**src/akvt_pkg.sv**
```systemverilog
// ----------------------------------------------------------------------------
// akvt_pkg
// Shared widths, codes and entry types of the attribute key/value table.
// ----------------------------------------------------------------------------
package akvt_pkg;

  localparam int unsigned ATTR_DEPTH    = 64;
  localparam int unsigned CLUSTER_DEPTH = 32;

  localparam int unsigned EP_W   = 16;
  localparam int unsigned CL_W   = 32;
  localparam int unsigned AT_W   = 32;
  localparam int unsigned TYPE_W = 8;
  localparam int unsigned FLAG_W = 8;
  localparam int unsigned VAL_W  = 64;
  localparam int unsigned ACNT_W = 7;
  localparam int unsigned CCNT_W = 6;

  localparam int unsigned AFILL_W = $clog2(ATTR_DEPTH + 1);
  localparam int unsigned CFILL_W = $clog2(CLUSTER_DEPTH + 1);
  localparam int unsigned AIDX_W  = (ATTR_DEPTH > 1) ? $clog2(ATTR_DEPTH) : 1;
  localparam int unsigned CIDX_W  = (CLUSTER_DEPTH > 1) ? $clog2(CLUSTER_DEPTH) : 1;
  localparam int unsigned IDX_W   = (AIDX_W > CIDX_W) ? AIDX_W : CIDX_W;
  localparam int unsigned FILL_W  = (AFILL_W > CFILL_W) ? AFILL_W : CFILL_W;
  localparam int unsigned CMP_W   = (IDX_W > FILL_W) ? IDX_W : FILL_W;

  typedef enum logic [1:0] {
    MODE_ADD   = 2'd0,
    MODE_GET   = 2'd1,
    MODE_SET   = 2'd2,
    MODE_CLEAR = 2'd3
  } mode_e;

  typedef enum logic [1:0] {
    ST_OK   = 2'd0,
    ST_MISS = 2'd1,
    ST_SAME = 2'd2,
    ST_FULL = 2'd3
  } status_e;

  typedef struct packed {
    logic [EP_W-1:0] ep;
    logic [CL_W-1:0] cl;
  } clus_key_t;

  typedef struct packed {
    logic [EP_W-1:0] ep;
    logic [CL_W-1:0] cl;
    logic [AT_W-1:0] at;
  } attr_key_t;

  typedef struct packed {
    attr_key_t         key;
    logic [TYPE_W-1:0] vtype;
    logic [FLAG_W-1:0] flags;
    logic [VAL_W-1:0]  value;
  } attr_entry_t;

  typedef struct packed {
    logic              ins;
    logic              upd_meta;
    logic              upd_val;
    logic [TYPE_W-1:0] vtype;
    logic [FLAG_W-1:0] flags;
    logic [VAL_W-1:0]  value;
  } attr_ctl_t;

endpackage

```
**src/akvt_attr_cell.sv**
```systemverilog
// ----------------------------------------------------------------------------
// akvt_attr_cell
// One attribute entry of the rotating attribute ring: holds the entry,
// matches it against the search key and hands it on, updated if asked.
// ----------------------------------------------------------------------------
module akvt_attr_cell import akvt_pkg::*; (
  input  logic        clk_i,
  input  logic        shift_i,
  input  attr_key_t   key_i,
  input  attr_ctl_t   ctl_i,
  input  attr_entry_t d_i,
  output attr_entry_t p_o,
  output logic        hit_o,
  output logic        same_o
);

  attr_entry_t entry_q;

  always_ff @(posedge clk_i) begin
    if (shift_i) begin
      entry_q <= d_i;
    end
  end

  assign hit_o  = (entry_q.key == key_i);
  assign same_o = (entry_q.value == ctl_i.value);

  always_comb begin
    p_o = entry_q;
    if (ctl_i.ins) begin
      p_o.key = key_i;
    end
    if (ctl_i.ins || ctl_i.upd_meta) begin
      p_o.vtype = ctl_i.vtype;
      p_o.flags = ctl_i.flags;
    end
    if (ctl_i.ins || ctl_i.upd_val) begin
      p_o.value = ctl_i.value;
    end
  end

endmodule

```
**config.mk**
```make
export PLATFORM = sky130hd
export DESIGN_NAME = akvt_attr_cell
export DESIGN_NICKNAME = d
export VERILOG_FILES = /design/src/akvt_pkg.sv /design/src/akvt_attr_cell.sv
export SDC_FILE = /design/constraint.sdc
export NUM_CORES = 1
export LEC_CHECK = 0
export BUFFER_PORTS_ARGS = -buffer_cell sky130_fd_sc_hd__buf_2
export CORE_AREA = 8 8 182 184
export DETAILED_ROUTE_END_ITERATION = 7
export DIE_AREA = 0 0 190 192
export PLACE_DENSITY_LB_ADDON = 0.2
export SLEW_MARGIN = 20
export SYNTH_ARGS = -nofsm -noshare
export SYNTH_HDL_FRONTEND = slang
export SYNTH_SLANG_ARGS = --single-unit
```
**constraint.sdc**
```tcl
create_clock -name clk_i -period 3.1 [get_ports clk_i]
set_input_delay 0.62 -clock clk_i [delete_from_list [all_inputs] [get_ports clk_i]]
set_output_delay 0.62 -clock clk_i [all_outputs]
set_load 0.02 [all_outputs]
```
==> results.sh <==
export IMPL_run_status="complete, no violations"
export IMPL_finalCriticalPeriod_ns=2.91
export IMPL_final_hold_violation_count=0
export IMPL_p_clk_frac=0.343
export IMPL_grt_overflow=0
export IMPL_startpoint_type="flip-flop"
export IMPL_tritoncts="built"
export IMPL_ys_seq_elements=160
export IMPL_place_ws_ns=-0.0530
export IMPL_hold_slack_ns=0.364
export IMPL_clockBufferDepth=2
export IMPL_grt_max_degree=58
export IMPL_clock_sinks=160
export IMPL_totalWireLength_um=30300
export IMPL_clockRootBuffer="clkbuf_16"
export IMPL_yosys_warnings=0
export IMPL_yosysSeqAreaShare=0.579
export IMPL_netSwitchingPower_w=0.00164
export IMPL_grt_use_met3=0.0735
export IMPL_first_pass_iters=4
export IMPL_arrival_ns=2.29
export IMPL_syn_avg_cell_area_um2=15.7
export IMPL_top_usage_layer="met2"
export IMPL_place_congestion=0.781
export IMPL_syn_inst=530
export IMPL_crit_type="flip-flop to output pin"
export IMPL_nNetsFinal=1355
export IMPL_slew_violations=0
export IMPL_worst_slew_pin_slew_ns=0.526
export IMPL_syn_area_um2=8300
export IMPL_die_h_um=192
export IMPL_syn2layout_area_growth_pct=43.1
export IMPL_core_um2=30200
export IMPL_fin_area_um2=11900
export IMPL_cp_startpoint="entry_q[118]$_DFFE_PP_"
export IMPL_synth_edf_count=160
export IMPL_postCtsSetupBuffers=0
export IMPL_synth_mux_area_frac=0.217
export IMPL_synth_nets=855
export IMPL_synth_top_family_by_area="multiplexers"
export IMPL_ys_flop_type="edfxtp_1"
export IMPL_yosys_area_share_simple=0.0404
export IMPL_via_count=6327
export IMPL_drv_cap=0
export IMPL_largest_reg_flops=160
export IMPL_die_x_um=190
export IMPL_clk_pin_slew_worst_paths_ns=0.07
export IMPL_ant_nets=0
export IMPL_htreeDepth=4
export IMPL_end_kind="output pin"
export IMPL_ys_types=14
export IMPL_die_area_um2=36500
export IMPL_synth_top_area_frac=0.579
export IMPL_p_int_w=0.00432
export IMPL_grt_pass1_wl_um=42500
export IMPL_grt_setup_unrepaired="false"
export IMPL_fp_row_count=64
export IMPL_combPwrFrac=0.208
export IMPL_drive_above_1_share=0.662
export IMPL_worstPathRequired_ns=2.48
export IMPL_yosysTopAreaCell="edfxtp_1"
export IMPL_start_util=0.275
export IMPL_synthXorXnorAreaFrac=0.152
export IMPL_synth_async_reset_ratio=0
export IMPL_drt_iter0_markers=227
export IMPL_endpoint="hit_o"
export IMPL_sw_frac_of_total=0.276
export IMPL_grt_antenna_before_repair=7
export IMPL_power_density_nw_per_um2=502
export IMPL_slew_headroom=0.649
export IMPL_crit_path_max_fanout=2
export IMPL_top_regs="entry_q: 160 flops"
export IMPL_place_area_um2=11300
export IMPL_p_leak_nw=4.98
export IMPL_fin_ws_ns=0.194
export IMPL_hold_path_class="primary input to flip-flop"
export IMPL_finalCritPeriodShare=0.937
export IMPL_grtUsageTotal=0.157
export IMPL_portBuffers=486
export IMPL_use_met1=0.161
export IMPL_final_setup_viol_count=0
export IMPL_synth_area_leaders="edfxtp_1, mux2_2, xor2_1"
export IMPL_largest_register="entry_q"
export IMPL_ir_worst_vdd_mv=0.255
export IMPL_grt_pass1_vias=6896
export IMPL_use_met2=0.282
export IMPL_yosysMostFrequentCell="edfxtp_1"
export IMPL_routed_via_density=4.39
export IMPL_fmax_ghz=0.344
export IMPL_ioPinCount=487
export IMPL_cts_buffers=17
export IMPL_drc_errors=0
export IMPL_n_fill_cell=2998
export IMPL_dpl_hpwl_um=24900
export IMPL_yosys_top_cells_count="edfxtp_1, mux2_2, xor2_1, xnor2_1, nor4_1"
export IMPL_synth_compound_area_frac=0
export IMPL_synthAdderAreaFrac=0
export IMPL_wl_per_cell_um=21.0
export IMPL_seq_power_share=0.450
worst min-delay path by stage:
stage,endpoint,start,cells past startpoint,slack (ns)
final,entry_q[116]$_DFFE_PP_,d_i[116],1,0.36
after global routing,entry_q[55]$_DFFE_PP_,d_i[55],1,0.32
after CTS,entry_q[55]$_DFFE_PP_,d_i[55],1,0.33
after detailed placement,entry_q[148]$_DFFE_PP_,d_i[148],1,0.80
after global placement,entry_q[130]$_DFFE_PP_,d_i[130],1,0.80
after floorplan,entry_q[0]$_DFFE_PP_,d_i[0],0,0.72
placed cells by master, fill, tap and decap left out, drive strengths merged:
cell type / n
clkbuf: 19
nor4: 28
nor3: 1
bufinv: 2
nand3: 1
mux2: 160
clkinvlp: 6
nor2: 2
edfxtp: 160
clkinv: 2
xnor2: 48
nand4: 18
diode: 4
xor2: 96
buf: 497
worst max-delay path, stage by stage, from the launching register on:
cell,delay (ns)
edfxtp_1,0.41
xnor2_1,0.19
nand4_1,0.17
nor4_2,0.39
buf_4,0.17
nand3_1,0.10
nor3_2,0.23
buf_2,0.21
final cells by class:
type	count	area (um^2)	share of cell area
Sequential cell	160	4800	0.404
Multi-Input combinational cell	354	3440	0.290
Timing Repair Buffer	497	2570	0.217
Tap cell	396	495	0.0417
Clock buffer	19	433	0.0364
Clock inverter	10	118	0.00990
Antenna cell	4	10.0	0.000843
metrics by stage:
stage | util | power [W] | cells | TNS, ns
4_1_cts | 0.393 | 0.00607 | 1436 | 0
6_report | 0.393 | 0.00596 | 1440 | 0
5_1_grt | 0.393 | 0.00624 | 1439 | 0
3_5_place_dp | 0.373 | 0.00398 | 1407 | -0.0530
3_3_place_gp | 0.373 | 0.00397 | 1407 | -0.0409
2_1_floorplan | - | 0.00338 | 530 | 0
logic make-up after synthesis:
logic type    Yosys count
flops                 160
buf+inv                16
simple gates           50
mux                   160
xor+xnor              144
metal layers:
metal  wire length (um)  share of wire
met2              15500           0.51
met3               3190           0.11
met4                431          0.014
met1              11100           0.37
met5                 30        0.00099
power by group through the flow:
stage	Clock, W	Combinational (W)	Sequential, W
after floorplan	0	0.000676	0.00270
after global placement	0	0.00125	0.00272
after detailed placement	0	0.00125	0.00273
after CTS	0.00213	0.00126	0.00268
after global routing	0.00221	0.00133	0.00270
final	0.00204	0.00124	0.00268
timing repair:
action,4_1_cts,5_1_grt
resized for setup,5,2
setup endpoints to repair,1,1
hold buffers,0,0
pin swaps,0,2
Note: power is estimated with default switching activity, not from simulation.
