$ cat src/akvt_pkg.sv
// ----------------------------------------------------------------------------
// akvt_pkg
// Shared widths, codes and entry types of the attribute key/value table.
// ----------------------------------------------------------------------------
package akvt_pkg;

  localparam int unsigned ATTR_DEPTH    = 64;
  localparam int unsigned CLUSTER_DEPTH = 32;

  localparam int unsigned EP_W   = 16;
  localparam int unsigned CL_W   = 32;
  localparam int unsigned AT_W   = 32;
  localparam int unsigned TYPE_W = 8;
  localparam int unsigned FLAG_W = 8;
  localparam int unsigned VAL_W  = 64;
  localparam int unsigned ACNT_W = 7;
  localparam int unsigned CCNT_W = 6;

  localparam int unsigned AFILL_W = $clog2(ATTR_DEPTH + 1);
  localparam int unsigned CFILL_W = $clog2(CLUSTER_DEPTH + 1);
  localparam int unsigned AIDX_W  = (ATTR_DEPTH > 1) ? $clog2(ATTR_DEPTH) : 1;
  localparam int unsigned CIDX_W  = (CLUSTER_DEPTH > 1) ? $clog2(CLUSTER_DEPTH) : 1;
  localparam int unsigned IDX_W   = (AIDX_W > CIDX_W) ? AIDX_W : CIDX_W;
  localparam int unsigned FILL_W  = (AFILL_W > CFILL_W) ? AFILL_W : CFILL_W;
  localparam int unsigned CMP_W   = (IDX_W > FILL_W) ? IDX_W : FILL_W;

  typedef enum logic [1:0] {
    MODE_ADD   = 2'd0,
    MODE_GET   = 2'd1,
    MODE_SET   = 2'd2,
    MODE_CLEAR = 2'd3
  } mode_e;

  typedef enum logic [1:0] {
    ST_OK   = 2'd0,
    ST_MISS = 2'd1,
    ST_SAME = 2'd2,
    ST_FULL = 2'd3
  } status_e;

  typedef struct packed {
    logic [EP_W-1:0] ep;
    logic [CL_W-1:0] cl;
  } clus_key_t;

  typedef struct packed {
    logic [EP_W-1:0] ep;
    logic [CL_W-1:0] cl;
    logic [AT_W-1:0] at;
  } attr_key_t;

  typedef struct packed {
    attr_key_t         key;
    logic [TYPE_W-1:0] vtype;
    logic [FLAG_W-1:0] flags;
    logic [VAL_W-1:0]  value;
  } attr_entry_t;

  typedef struct packed {
    logic              ins;
    logic              upd_meta;
    logic              upd_val;
    logic [TYPE_W-1:0] vtype;
    logic [FLAG_W-1:0] flags;
    logic [VAL_W-1:0]  value;
  } attr_ctl_t;

endpackage

$ cat src/akvt_clus_cell.sv
// ----------------------------------------------------------------------------
// akvt_clus_cell
// One cluster entry of the rotating cluster ring: holds the entry, compares
// it with the search key and passes it on, or a new entry, to its neighbour.
// ----------------------------------------------------------------------------
module akvt_clus_cell import akvt_pkg::*; (
  input  logic      clk_i,
  input  logic      shift_i,
  input  clus_key_t key_i,
  input  logic      ins_i,
  input  clus_key_t d_i,
  output clus_key_t p_o,
  output logic      hit_o
);

  clus_key_t entry_q;

  always_ff @(posedge clk_i) begin
    if (shift_i) begin
      entry_q <= d_i;
    end
  end

  assign hit_o = (entry_q == key_i);
  assign p_o   = ins_i ? key_i : entry_q;

endmodule

$ cat config.mk
export PLATFORM = sky130hd
export DESIGN_NAME = akvt_clus_cell
export DESIGN_NICKNAME = d
export VERILOG_FILES = /design/src/akvt_pkg.sv /design/src/akvt_clus_cell.sv
export SDC_FILE = /design/constraint.sdc
export NUM_CORES = 1
export LEC_CHECK = 0
export BUFFER_PORTS_ARGS = -buffer_cell sky130_fd_sc_hd__buf_2
export CAP_MARGIN = 15
export CORE_MARGIN = 2
export CORE_UTILIZATION = 40
export CTS_CLUSTER_SIZE = 16
export DETAILED_ROUTE_END_ITERATION = 10
export PLACE_DENSITY = 0.74
export SLEW_MARGIN = 40
export SYNTH_ARGS = -nofsm -noshare
export SYNTH_HDL_FRONTEND = slang
export SYNTH_SLANG_ARGS = --single-unit
$ cat constraint.sdc
create_clock -name clk_i -period 1.65 [get_ports clk_i]
set_clock_uncertainty 0.2 [all_clocks]
set_input_delay 0.2475 -clock clk_i [delete_from_list [all_inputs] [get_ports clk_i]]
set_output_delay 0.2475 -clock clk_i [all_outputs]
set_load 0.02 [all_outputs]
==> impl_metrics.tcl, run 1 <==
set metrics [dict create \
    outcome "complete, but fails checks" \
    violations "setup timing" \
    final.setup.worst_slack_ns -0.634 \
    grt_pass1_vias 2240 \
    synth_flop_cell "edfxtp_1" \
    gp_congestion 0.714 \
    cts_buffer_depth 2 \
    design_area_sq_mm 0.00404 \
    syn_area_sq_mm 0.00254 \
    cts-buffers-inserted 5 \
    hold_violations 0 \
    root_buffer "clkbuf_8" \
    start_util 0.406 \
    power_density_mw_per_mm2 736 \
    slowest_delay_ns 0.42 \
    maxCapViolations 0 \
    die_w_um 83.6 \
    grt_util_all_layers 0.185 \
    synth_cells 165 \
    ir_drop_mv 0.449 \
    worst-path-max-fanout 2 \
    fp.dieH_um 83.6 \
    final_antenna_net_count 0 \
    rsz0062_at_grt "yes" \
    post-route-period-util 1.38 \
    viasPerCell 4.68 \
    synth_top_family_by_area "multiplexers" \
    synth_seq_cells 48 \
    io_buffers 147 \
    coreArea_sq_mm 0.00624 \
    synth_compound_area_frac 0 \
    synth_commonest_cells "48 x edfxtp_1, 48 x mux2_2, 48 x xor2_1, 12 x nor4_1" \
    dp_cells 391 \
    slowest_stage "edfxtp_1" \
    cp_data_required_time_ns 1.20 \
    p_leak_uw 0.00177 \
    ys_top_cells_by_area "edfxtp_1 57%, mux2_2 21%, xor2_1 17%" \
    cts_tree "built" \
    start_kind "flip-flop" \
    setup_viol 1 \
    regMostFlops "entry_q" \
    synth.distinct_cells 8 \
    synth_fa_ha_area_frac 0 \
    path_cells "xor2_1 > nor4_2 > buf_4 > nand4_1 > nor3_4 > buf_6" \
    wl_per_cell_um 14.3 \
    grt_first_pass_wirelength_um 10300 \
    maxSlewHeadroom 0.789 \
    placed_cell_area_sq_mm 0.00343 \
    worstSetupPathType "reg -> out" \
    drive_gt1_frac 0.577 \
    post-place-ws_ns -0.434 \
    detailed_place_hpwl_um 4410 \
    synth_mux_area_frac 0.213 \
    yosysTopAreaCell "edfxtp_1" \
    vias 2088 \
    die_area_sq_mm 0.00699 \
    seq_area_frac_synth 0.568 \
    clk_pin_slew_worst_paths_ns 0.09 \
    async_flop_share 0 \
    worstMarginPinSlew_ns 0.314 \
    reg.largest.list "entry_q x48" \
    cp-end-kind "output port" \
    synth-simple-area-share 0.0409 \
    num_antenna_cells 0 \
    synthXorXnorAreaFrac 0.166 \
    finalMaxSlewViolations 0 \
    finalCriticalPeriod_ns 2.28 \
    avgSynthCellArea_sq_um 15.4 \
    largest_register_ffs 48 \
    wirelength_um 6400 \
    fmax_mhz 438 \
    min_path_type "in -> reg" \
    dr.pass1.iters 4 \
    arrival_ns 1.84 \
    syn_to_final_growth_pct 59.4 \
    antenna_found_initial 0 \
    drt_first_iter_violations 64 \
    rows 29 \
    finalNonFillerCells 446 \
    hold_ws_ns 0.246 \
    yosysTopAreaCellShare 0.568 \
    final_net_count 468 \
    grt_max_degree 49 \
    route.detailed.drc 0 \
    gr-total-overflow 0 \
    synthesis.nets 264 \
    yosysWarnings 0 \
    cts.htree.levels 2 \
    synth_edf_count 48 \
    ioPinCount 148 \
    clkSinkCount 48 \
]
==> logic make-up (layout without fill, tap and decap cells) <==
group,after synthesis,after routing
DFF,48,48
and+or+nand+nor,16,16
muxes,48,48
xor gates and xnor gates,48,48
buffers and inverters,5,209
==> where the power goes <==
part / internal, uW / leakage (uW) / switching [uW]
Sequential: 1450 / 0.000470 / 59.4
Combinational: 418 / 0.00126 / 386
Clock: 289 / 0.0000410 / 370
Total: 2160 / 0.00177 / 815
==> path summary, 6_finish.rpt <==
kind,start,endpoint,slack [ns],depth (start not counted)
setup / recovery,entry_q[15],hit_o,-0.63,6
hold / removal,shift_i,entry_q[29],0.25,2
==> per-stage QoR <==
stage               utilization  setup TNS [ns]  power [uW]
floorplan                     -         -0.0420        1910
CTS                       0.643          -0.646        3010
global route              0.648          -0.746        3130
finish                    0.648          -0.634        2970
detailed placement        0.550          -0.434        2230
global placement          0.550          -0.449        2220
==> layout by cell type, fill, tap and decap left out <==
cell,n
mux2_4,2
buf_4,6
mux2_2,46
edfxtp_1,48
buf_6,2
clkinv_2,1
dlygate4sd3_1,48
xor2_1,48
nor4_1,8
nand4_1,3
nor3_4,1
buf_12,3
clkbuf_8,5
nor4_2,4
buf_2,143
clkbuf_1,1
==> worst max-delay path, delay by kind of cell, from the launching register on <==
family	cells	cell delay (ns)
flip-flops	1	0.42
buffers and inverters	2	0.30
XOR/XNOR	1	0.17
AND/OR/NAND/NOR	3	0.65
==> what timing repair did <==
| action | in CTS | in global routing |
|---|---|---|
| hold endpoints to repair | 48 | 0 |
| setup endpoints to repair | 1 | 5 |
| hold buffers | 48 | 0 |
| setup buffers | 0 | 0 |
| pin swaps | 3 | 0 |
| gates resized for setup | 4 | 8 |
==> layout make-up <==
cell class / count / area (sq um)
Timing Repair Buffer: 202 / 1320
Clock buffer: 6 / 72.6
Multi-Input combinational cell: 112 / 1100
Fill cell: 526 / 2200
Sequential cell: 48 / 1440
Tap cell: 77 / 96.3
Clock inverter: 1 / 5.00
==> layer usage <==
metal  track usage  part of all wire  vias up
li1              -                 -     1029
met1         0.205              0.38      971
met2         0.351              0.55       86
met3        0.0514             0.063        2
met4        0.0352            0.0036        0
met5             0                 0        -
No activity file was read; power rests on OpenSTA's default activity.
==> inputs of run 2 (changes only) <==
--- a/config.mk
+++ b/config.mk
@@ -12,6 +12,7 @@
 export CTS_CLUSTER_SIZE = 16
 export DETAILED_ROUTE_END_ITERATION = 10
 export PLACE_DENSITY = 0.74
+export SETUP_SLACK_MARGIN = 0.3
 export SLEW_MARGIN = 40
 export SYNTH_ARGS = -nofsm -noshare
 export SYNTH_HDL_FRONTEND = slang
==> run 2 against run 1 <==
Net effect: the flow still finishes with violations (setup timing); die area is the same; critical path depth shrank 1; count of clock-buffer cells in the layout shrank 1; cell area grew 11%; maximum frequency grew 2.1%; global-route usage grew 1.5 points; non-clock buffer count shrank 2; sequential cell count is the same; routed wire length grew 7.4%; clock power shrank 7.6%; sequential power is essentially flat; critical path type unchanged; largest cell class is now buffers.
==> impl_metrics.tcl, run 2 (synthesis gave the netlist of run 1 again) <==
set metrics [dict create \
    ioPinCount 148 \
    use_met3 0.0534 \
    worstMarginPinSlew_ns 0.309 \
    combPwrFrac 0.329 \
    slowest_stage "edfxtp_1" \
    post-route-period-util 1.36 \
    drt_first_iter_violations 38 \
    grt_first_pass_wirelength_um 11000 \
    grt_pass1_vias 2388 \
    path_cells "xor2_1 > nor4_1 > nand4_1 > nor3_4 > buf_6" \
    fmax_mhz 447 \
    route.detailed.drc 0 \
    cts.htree.levels 2 \
    num_antenna_cells 0 \
    power_frac_seq 0.479 \
    wirelength_um 6880 \
    die_area_sq_mm 0.00699 \
    fin_tns_setup_ns -0.614 \
    switchingPower_uw 840 \
    worst-path-max-fanout 2 \
    rows 29 \
    io_buffers 147 \
    grt_max_degree 49 \
    cp-end-kind "output port" \
    start_kind "flip-flop" \
    gr-total-overflow 0 \
    wl_per_cell_um 15.6 \
    drive_gt1_frac 0.586 \
    finalNonFillerCells 442 \
    ir_drop_mv 0.516 \
    clk_pin_slew_worst_paths_ns 0.08 \
    p_sw_frac 0.266 \
    grt_use_met1 0.206 \
    placed_cell_area_sq_mm 0.00348 \
    power_density_mw_per_mm2 703 \
    use_met2 0.390 \
    viasPerCell 4.81 \
    regMostFlops "entry_q" \
    rsz0062_at_grt "yes" \
    grt_util_all_layers 0.199 \
    largest_register_ffs 48 \
    p_leak_uw 0.00205 \
    slowest_delay_ns 0.42 \
    maxCapViolations 0 \
    finalMaxSlewViolations 0 \
    worstSetupPathType "reg -> out" \
    clkSinkCount 48 \
    gp_congestion 0.661 \
    vias 2126 \
    die_w_um 83.6 \
    most-common-layout-cells "98 x buf_2, 49 x buf_6" \
    final.setup.worst_slack_ns -0.587 \
    arrival_ns 1.79 \
    cts-buffers-inserted 5 \
    dp_cells 389 \
    coreArea_sq_mm 0.00624 \
    power_frac_clock 0.192 \
    start_util 0.406 \
    final_net_count 466 \
    min_path_type "in -> reg" \
    root_buffer "clkbuf_8" \
    finalCriticalPeriod_ns 2.24 \
    whs_path_depth 2 \
    syn_to_final_growth_pct 77.7 \
    setup_viol 2 \
    cp_data_required_time_ns 1.20 \
    p_int_uw 2330 \
    grt_busiest_layer "met2" \
    mostFrequentLayoutCell "buf_2" \
    dr.pass1.iters 4 \
    hold_violations 0 \
    final_antenna_net_count 0 \
    post-place-ws_ns -0.411 \
    cts_tree "built" \
    reg.largest.list "entry_q x48" \
    violations "setup timing" \
    cts_setup_buffers 0 \
    maxSlewHeadroom 0.792 \
    fp.dieH_um 83.6 \
    design_area_sq_mm 0.00451 \
    antenna_found_initial 0 \
    cts_buffer_depth 2 \
    outcome "complete, but fails checks" \
    detailed_place_hpwl_um 4290 \
]
[run 2: final timing paths]
kind	from	to	slack, ns
max	entry_q[26]	hit_o	-0.59
min	shift_i	entry_q[0]	0.26
[run 2: area by class of cell]
class                           instances  area, sq um
Multi-Input combinational cell        112         1300
Fill cell                             421         1740
Clock buffer                            5         68.8
Timing Repair Buffer                  200         1600
Tap cell                               77         96.3
Sequential cell                        48         1440
[run 2: timing repair]
action                                 in CTS  in global routing
endpoints found under the hold margin      48                  0
hold buffers                               48                  0
gates resized for setup                   134                  3
pin swaps                                   7                  3
setup endpoints to repair                  49                 49
[run 2: power by group through the flow]
| stage | sequential [uW] | combinational [uW] | clock (uW) |
|---|---|---|---|
| finish | 1520 | 1040 | 609 |
| global route | 1530 | 1100 | 674 |
| CTS | 1510 | 1020 | 643 |
| detailed placement | 1540 | 714 | 0 |
| global placement | 1530 | 704 | 0 |
| floorplan | 1530 | 420 | 0 |
[run 2: layer usage]
layer | wire, um | share of wire | vias to the layer above
met5 | 0 | 0 | -
met4 | 129 | 0.019 | 0
met3 | 453 | 0.066 | 13
met2 | 3880 | 0.56 | 92
met1 | 2410 | 0.35 | 1002
li1 | - | - | 1019
[run 2: stage by stage]
step	hold slack (ns)	util	power [uW]
2_1_floorplan	0.146	-	1950
3_3_place_gp	0.224	0.558	2240
3_5_place_dp	0.226	0.558	2250
4_1_cts	0.257	0.719	3180
5_1_grt	0.256	0.722	3310
6_report	0.258	0.722	3170
[run 2: worst max-delay path: cells and delay by family, from the launching register on]
family        cells  cell delay, ns
xor+xnor          1            0.19
buf+inv           1            0.14
flops             1            0.42
simple gates      3            0.75
==> inputs of run 3 (changes only) <==
--- a/config.mk
+++ b/config.mk
@@ -8,10 +8,9 @@
 export BUFFER_PORTS_ARGS = -buffer_cell sky130_fd_sc_hd__buf_2
 export CAP_MARGIN = 15
 export CORE_MARGIN = 2
-export CORE_UTILIZATION = 40
+export CORE_UTILIZATION = 25
 export CTS_CLUSTER_SIZE = 16
 export DETAILED_ROUTE_END_ITERATION = 10
-export PLACE_DENSITY = 0.74
 export SETUP_SLACK_MARGIN = 0.3
 export SLEW_MARGIN = 40
 export SYNTH_ARGS = -nofsm -noshare
==> run 3 against run 2 <==
Net effect: the flow still finishes with violations (setup timing); sequential power about the same; clock power up 9.2%; cell count up 16%; count of clock-buffer cells in the layout up 2; cell area up 2.8%; first-iteration DRC count up 63%; utilization down 25 points; via count up 2.2%; maximum frequency down 4.6%; critical path type unchanged; critical endpoint unchanged.
==> impl_metrics.tcl, run 3 (synthesis gave the netlist of run 1 again) <==
set metrics [dict create \
    min_path_type "in -> reg" \
    cts.htree.levels 2 \
    cp-end-kind "output port" \
    drt_first_iter_violations 62 \
    drive_gt1_frac 0.582 \
    start_kind "flip-flop" \
    arrival_ns 1.90 \
    whs_path_depth 2 \
    maxSlewHeadroom 0.777 \
    fillers 907 \
    fp.dieH_um 105 \
    path_cells "xor2_1 > nor4_2 > buf_4 > nand4_1 > nor3_4 > buf_6" \
    final_antenna_net_count 0 \
    setup_viol 6 \
    die_w_um 105 \
    finalMaxSlewViolations 0 \
    reg.largest.list "entry_q x48" \
    gp_congestion 0.712 \
    cts_tree "built" \
    start_util 0.258 \
    hp-start "shift_i" \
    outcome "complete, but fails checks" \
    num_antenna_cells 0 \
    finalCriticalPeriod_ns 2.34 \
    coreArea_sq_mm 0.00982 \
    grt_first_pass_wirelength_um 11900 \
    detailed_place_hpwl_um 4960 \
    p_leak_uw 0.00210 \
    clkSinkCount 48 \
    final_net_count 476 \
    placed_cell_area_sq_mm 0.00361 \
    viasPerCell 4.25 \
    cts_buffer_depth 2 \
    worst-path-max-fanout 2 \
    final.setup.worst_slack_ns -0.694 \
    wl_per_cell_um 14.8 \
    slowest_delay_ns 0.41 \
    largest_register_ffs 48 \
    worstSetupPathType "reg -> out" \
    rows 36 \
    most-common-layout-cells "98 x buf_2, 49 x buf_6, 48 x xor2_1, 48 x edfxtp_1, 48 x dlygate4sd3_1" \
    violations "setup timing" \
    route.detailed.drc 0 \
    grt_max_degree 49 \
    io_buffers 147 \
    vias 2172 \
    mostFrequentLayoutCell "buf_2" \
    power_density_mw_per_mm2 699 \
    grt_util_all_layers 0.135 \
    rsz0062_at_grt "yes" \
    syn_to_final_growth_pct 82.7 \
    crit_buf_inv 2 \
    hold_violations 0 \
    critical-path-top-delay-family "simple AND/OR/NAND/NOR gates" \
    wirelength_um 7580 \
    worstHoldEndpoint "entry_q[6]" \
    fin_tns_setup_ns -0.908 \
    maxCapViolations 0 \
    regMostFlops "entry_q" \
    slowest_stage "edfxtp_1" \
    ir_drop_mv 0.337 \
    root_buffer "clkbuf_8" \
    clk_pin_slew_worst_paths_ns 0.08 \
    grt_pass1_vias 2522 \
    fmax_mhz 427 \
    ioPinCount 148 \
    antenna_found_initial 0 \
    dr.pass1.iters 5 \
    gr-total-overflow 0 \
    post-route-period-util 1.42 \
    worstMarginPinSlew_ns 0.331 \
    cp_data_required_time_ns 1.20 \
    cts-buffers-inserted 5 \
    design_area_sq_mm 0.00463 \
    die_area_sq_mm 0.0110 \
]
run 3: cell type report:
| class | count | area [sq um] | share of cell area |
|---|---|---|---|
| repair buffers | 210 | 1670 | 0.361 |
| flip-flops and latches | 48 | 1440 | 0.311 |
| multi-input cells | 112 | 1270 | 0.275 |
| well taps | 133 | 166 | 0.0359 |
| clock buffers | 7 | 76.3 | 0.0165 |
| clock inverters | 1 | 3.75 | 0.000810 |
run 3: worst max path at each step:
stage | start | endpoint | slack [ns] | depth (start not counted)
2_1_floorplan | entry_q[1] | hit_o | -0.04 | 4
3_3_place_gp | entry_q[32] | hit_o | -0.51 | 6
3_5_place_dp | entry_q[32] | hit_o | -0.52 | 6
4_1_cts | entry_q[37] | hit_o | -0.72 | 6
5_1_grt | entry_q[15] | hit_o | -0.85 | 6
6_report | entry_q[15] | hit_o | -0.69 | 6
run 3: repair_timing:
action                                  CTS  global route
hold buffers                             48             0
endpoints found under the setup margin   49            49
pin swaps                                 7             2
setup buffers                             1             1
endpoints found under the hold margin    48             0
gates cloned                              0             0
gates resized for setup                 130             2
run 3: per-layer routing:
layer / global-route usage / vias to the layer above / wire (um) / part of all wire
li1: - / 1045 / - / -
met5: 0 / - / 0 / 0
met4: 0.0257 / 0 / 23 / 0.0030
met1: 0.147 / 1040 / 3000 / 0.40
met3: 0.0356 / 2 / 450 / 0.059
met2: 0.262 / 85 / 4110 / 0.54
run 3: report_power, final:
group	internal, uW	total (uW)	switching [uW]
combinational	613	1060	443
clock	296	665	369
sequential	1450	1520	65.0
total	2360	3240	877
run 3: through the flow:
| step | utilization | hold WS, ns | std cells | setup WS, ns | power, uW |
|---|---|---|---|---|---|
| 6_report | 0.472 | 0.261 | 511 | -0.694 | 3240 |
| 5_1_grt | 0.472 | 0.264 | 511 | -0.849 | 3410 |
| 4_1_cts | 0.470 | 0.252 | 510 | -0.724 | 3280 |
| 3_5_place_dp | 0.368 | 0.226 | 453 | -0.520 | 2280 |
| 3_3_place_gp | 0.368 | 0.224 | 453 | -0.508 | 2270 |
| 2_1_floorplan | - | 0.146 | 165 | -0.0420 | 1950 |
